### config.mk
export PLATFORM = sky130hd
export DESIGN_NAME = sse_cell
export DESIGN_NICKNAME = d
export VERILOG_FILES = /design/src/rtl/sse_pkg.sv /design/src/rtl/sse_cell.sv
export SDC_FILE = /design/constraint.sdc
export NUM_CORES = 1
export LEC_CHECK = 0
export BUFFER_PORTS_ARGS = -buffer_cell sky130_fd_sc_hd__clkbuf_2
export CAP_MARGIN = 20
export CORE_ASPECT_RATIO = 2
export CORE_MARGIN = 5
export CORE_UTILIZATION = 48
export CTS_BUF_LIST = sky130_fd_sc_hd__clkbuf_4 sky130_fd_sc_hd__clkbuf_8
export DETAILED_ROUTE_END_ITERATION = 10
export PLACE_DENSITY = 0.92
export SLEW_MARGIN = 5
export SYNTH_ARGS = -nofsm -noshare
export SYNTH_HDL_FRONTEND = slang
export SYNTH_SLANG_ARGS = --single-unit
### constraint.sdc
create_clock -name aclk -period 2.7 [get_ports aclk]
set_input_delay 0.135 -clock aclk [delete_from_list [all_inputs] [get_ports aclk]]
set_output_delay 0.135 -clock aclk [all_outputs]
set_load 0.03 [all_outputs]
### src/rtl/sse_pkg.sv
// Shared types and constants for the sorting stack engine.
package sse_pkg;

    // Width of the value fields on the stream ports.
    localparam int unsigned PORT_VALUE_W = 32;
    localparam int unsigned FUNC_W       = 2;

    // Command codes carried in s_tuser.
    localparam logic [FUNC_W-1:0] FUNC_PUSH = 2'd0;
    localparam logic [FUNC_W-1:0] FUNC_POP  = 2'd1;
    localparam logic [FUNC_W-1:0] FUNC_SORT = 2'd2;

    typedef enum logic {
        SSE_IDLE,
        SSE_SORT
    } sse_state_t;

    typedef enum logic [1:0] {
        CELL_HOLD,
        CELL_PUSH,
        CELL_POP,
        CELL_SORT
    } cell_op_t;

    // Per-cell control: the shared operation plus this cell's role in the
    // current compare-exchange phase.
    typedef struct packed {
        cell_op_t op;
        logic     pair_down;  // upper member of an active pair with the cell below
        logic     pair_up;    // lower member of an active pair with the cell above
    } sse_cell_ctl_t;

endpackage

### src/rtl/sse_cell.sv
// One stack cell: holds a single entry and trades it with its neighbors.
module sse_cell
    import sse_pkg::*;
#(
    parameter int unsigned VALUE_WIDTH = 32
) (
    input  logic                   aclk,
    input  sse_cell_ctl_t          ctl,
    input  logic [VALUE_WIDTH-1:0] above_val,
    input  logic [VALUE_WIDTH-1:0] below_val,
    output logic [VALUE_WIDTH-1:0] val
);

    logic [VALUE_WIDTH-1:0] val_reg;
    logic [VALUE_WIDTH-1:0] val_next;
    logic                   below_gt;
    logic                   self_gt_above;

    assign below_gt      = $signed(below_val) > $signed(val_reg);
    assign self_gt_above = $signed(val_reg) > $signed(above_val);

    always_comb begin
        val_next = val_reg;
        case (ctl.op)
            CELL_PUSH: val_next = above_val;
            CELL_POP:  val_next = below_val;
            CELL_SORT: begin
                // keep the larger value toward the top
                if (ctl.pair_down) begin
                    val_next = below_gt ? below_val : val_reg;
                end else if (ctl.pair_up) begin
                    val_next = self_gt_above ? above_val : val_reg;
                end
            end
            default: val_next = val_reg;
        endcase
    end

    always_ff @(posedge aclk) begin
        val_reg <= val_next;
    end

    assign val = val_reg;

endmodule

==> run summary <==
OUTCOME
-----------------------------------------------------------------------------------------------------------------
Outcome ............................................................................................ finished clean

WORST SETUP PATH
-----------------------------------------------------------------------------------------------------------------
CP endpoint kind ...................................................................................         flop
Crit Path Class .................................................................................... flop to flop
Crit-path max cell delay ...........................................................................       430 ps
Worst-case reg-to-reg path depth ...................................................................            9
Worst setup startpoint .............................................................................      val[10]
Setup crit start kind ..............................................................................         flop
Reg-to-reg setup timing slack ......................................................................       120 ps
Worst-path maximum fanout ..........................................................................           16
Endpoint of the most critical register-to-register path ............................................      val[22]
Cells along the critical path ...................................................................... ha_1, and4_1, nor4b_4, a21bo_1, o211ai_1, a21oi_1, xnor2_1, o221ai_4, buf_6
Reg2reg start ......................................................................................      val[10]
Required time of the critical path .................................................................      2690 ps
Arrival time of data at the critical path endpoint .................................................      2570 ps
Slowest stage cell, crit path ......................................................................     edfxtp_1

SYNTH
-----------------------------------------------------------------------------------------------------------------
Post-synthesis sequential area ratio ...............................................................        31.8%
Share of the synthesized area in the top cell type .................................................        31.8%
Number of unique standard cell types used by synthesis .............................................           40
Compound-gate portion of the synthesized area ......................................................        20.3%
Commonest register cell after synthesis ............................................................     edfxtp_1
Dominant cell type by area after synthesis .........................................................     edfxtp_1
Arithmetic-cell share of the synthesized area counting full adders, half adders and majority gates .        27.4%
Mapped Avg Cell Area ...............................................................................     9.86 um2
Post-synth EDFFs ...................................................................................           32
Combinational family with the most area after synthesis ............................................  adder cells
Mapped Nets ........................................................................................          441
Async SR Flop Fraction .............................................................................           0%
Most common library cells after synthesis .......................................................... ha_1 (66), inv_1 (66), a22o_1 (32), edfxtp_1 (32), a21oi_1 (26)
Number of warnings printed during yosys synthesis ..................................................            0
Post-Synthesis Cells ...............................................................................          306
Synth Area in Simple Gates .........................................................................        10.9%
Multiplexer area fraction after synthesis ..........................................................       0.332%
Synth area leaders ................................................................................. edfxtp_1 (32%), ha_1 (27%), a22o_1 (9.3%)
Netlist area before placement ......................................................................  0.00302 mm2
FF+latch count, synth ..............................................................................           32
Parity-gate share of the synthesized area counting xor and xnor cells ..............................       0.290%

LAYOUT
-----------------------------------------------------------------------------------------------------------------
Final std cells w/o fill ...........................................................................          499
Area of the multi-input gates ......................................................................  0.00183 mm2
Storage element area ...............................................................................      961 um2
Antenna cell count .................................................................................            0
Number of nets in the finished design ..............................................................          547
Number of flip-flops under the largest register name ...............................................           32
Share of final-layout standard cells stronger than drive strength 1 ................................        30.5%
Fill count .........................................................................................          520
Post-synthesis to final-layout area growth .........................................................        25.0%

GRT
-----------------------------------------------------------------------------------------------------------------
Global-route wire length before repair .............................................................     13200 um
Pin count of the biggest net entering global routing ...............................................           19
Initial antenna violation count ....................................................................            0
Tot GR Track Use ...................................................................................        21.3%
GR Overflow Total ..................................................................................            0
Via count of the first global-routing pass .........................................................         2921

TIMING
-----------------------------------------------------------------------------------------------------------------
Final Max Slew Viols ...............................................................................            0
Post-route minimum period ..........................................................................      2580 ps
Transition time at the pin with the least slew margin ..............................................       888 ps
Setup skew after layout ............................................................................      11.0 ps
Fraction of the cycle the final worst path needs ...................................................        95.7%
Max Clk Rate .......................................................................................      387 MHz
Hold Fails Final Rpt ...............................................................................            0
Number of setup violations in the final report .....................................................            0
Setup repair after global routing missed its margin ................................................          yes
Tightest slew margin relative to the limit .........................................................        39.6%

PLACE
-----------------------------------------------------------------------------------------------------------------
Placer's final routability congestion estimate .....................................................        0.911
Estimated wirelength of the detail-placed design ...................................................      6980 um
Placed insts .......................................................................................          491
Port Buf Inserts ...................................................................................          100

DRT
-----------------------------------------------------------------------------------------------------------------
Residual DRC .......................................................................................            0
Initial DRC Count ..................................................................................          176
Drt first pass iters ...............................................................................            4
Number of vias per cell ............................................................................         5.56
DRT antenna net count ..............................................................................            0
Via Count ..........................................................................................         2775
Post-detailed-route wirelength per cell ............................................................      16.8 um
Total detailed-routing wirelength ..................................................................      8370 um

CTS
-----------------------------------------------------------------------------------------------------------------
Htree depth ........................................................................................            2
Number of buffers on the longest clock path ........................................................            2
Sink count of the clock tree .......................................................................           32
TritonCTS clock tree ...............................................................................          yes
Post-CTS repair timing setup buffer count ..........................................................            0
Clock transition at the register clock pins on the worst setup and hold paths after CTS ............        80 ps
Hold buffers post-CTS ..............................................................................            0
Clk root buf .......................................................................................     clkbuf_8
TritonCTS buffer count .............................................................................            5
Clock latency on the worst-skew pair ...............................................................       300 ps

POWER AND IR DROP
-----------------------------------------------------------------------------------------------------------------
Final Power ........................................................................................      1.82 mW
Leakage ............................................................................................      2.04 nW
Power Dens Cells ...................................................................................   483 mW/mm2
IR Drop Worst-Case VDD .............................................................................       354 uV

DIE
-----------------------------------------------------------------------------------------------------------------
Die W ..............................................................................................      66.1 um
Std-Cell Rows ......................................................................................           41
DIE HEIGHT .........................................................................................       122 um
Overall die area ...................................................................................  0.00807 mm2
Effective utilization at floorplan .................................................................        48.6%
Area of the core ...................................................................................  0.00621 mm2
I/O pins ...........................................................................................          101

MIN PATH
-----------------------------------------------------------------------------------------------------------------
Worst min path class ............................................................................... input port to flop
Number of cells on the worst hold path .............................................................            2
Endpoint, Worst Hold ...............................................................................      val[29]
Hold Crit Start .................................................................................... above_val[29]

RUN
-----------------------------------------------------------------------------------------------------------------
Max-cap violations .................................................................................            0

[worst max-delay path: cells and delay by family (launching register included)]
kind	cells	cell delay (ps)
compound gates	4	610
flops	1	430
fa+ha+maj	1	340
xor+xnor	1	190
simple gates	2	480
buf+inv	1	230
[cells in the final DEF, fill, tap and decap left out, types with 5 or more instances in the layout]
cell type	instances
clkbuf_8	5
nand3_1	9
inv_1	66
nand4_1	11
edfxtp_1	32
a21oi_1	26
nor2_1	5
ha_1	65
clkbuf_2	100
a22o_1	32
nand2_1	11
[cells by family after synthesis]
| kind of cell | after synthesis |
|---|---|
| compound gates | 83 |
| xor+xnor | 1 |
| fa+ha+maj | 66 |
| buf+inv | 72 |
| flops | 32 |
| mux | 1 |
| simple gates | 51 |
[power by group]
part           switching [mW]  internal, mW
Clock                   0.194         0.175
Sequential             0.0517         0.633
Combinational           0.471         0.296
[layout make-up]
| type | count | share of cell area, % |
|---|---|---|
| Clock buffer | 5 | 1.82 |
| Clock inverter | 3 | 0.365 |
| Inverter | 66 | 6.57 |
| Multi-Input combinational cell | 202 | 48.5 |
| Sequential cell | 32 | 25.5 |
| Tap cell | 86 | 2.85 |
| Timing Repair Buffer | 105 | 14.4 |
[metrics by stage]
stage / setup slack [ps] / area, um2 / hold slack (ps) / TNS (ps) / util, %
finish: 117 / 3770 / 144 / 0 / 60.8
CTS: 14.6 / 3760 / 137 / 0 / 60.6
global route: -3.83 / 3770 / 144 / -41.9 / 60.8
detailed placement: 45.5 / 3680 / 444 / 0 / 59.2
global placement: 157 / 3680 / 438 / 0 / 59.2
floorplan: -153 / 3050 / 337 / -4890 / -
[worst max-delay path by stage]
stage / to / slack, ps / depth (start not counted)
finish: val[22] / 120 / 9
global route: val[13] / -4 / 9
CTS: val[22] / 10 / 9
detailed placement: val[9] / 50 / 9
global placement: val[9] / 160 / 9
floorplan: val[0] / -150 / 8
[per-layer routing]
metal  up-vias  routed length (um)  GRT usage [%]
met5         -                   0              0
met4         0                 191           7.51
li1       1351                   -              -
met2       129                4250           38.1
met3        17                 631           3.97
met1      1278                3290           24.9
[timing repair]
action                                  in CTS  in global routing
resized for setup                            0                  2
endpoints found under the hold margin        0                  0
endpoints found under the setup margin       0                 32
(Power assumes the default switching activity.)
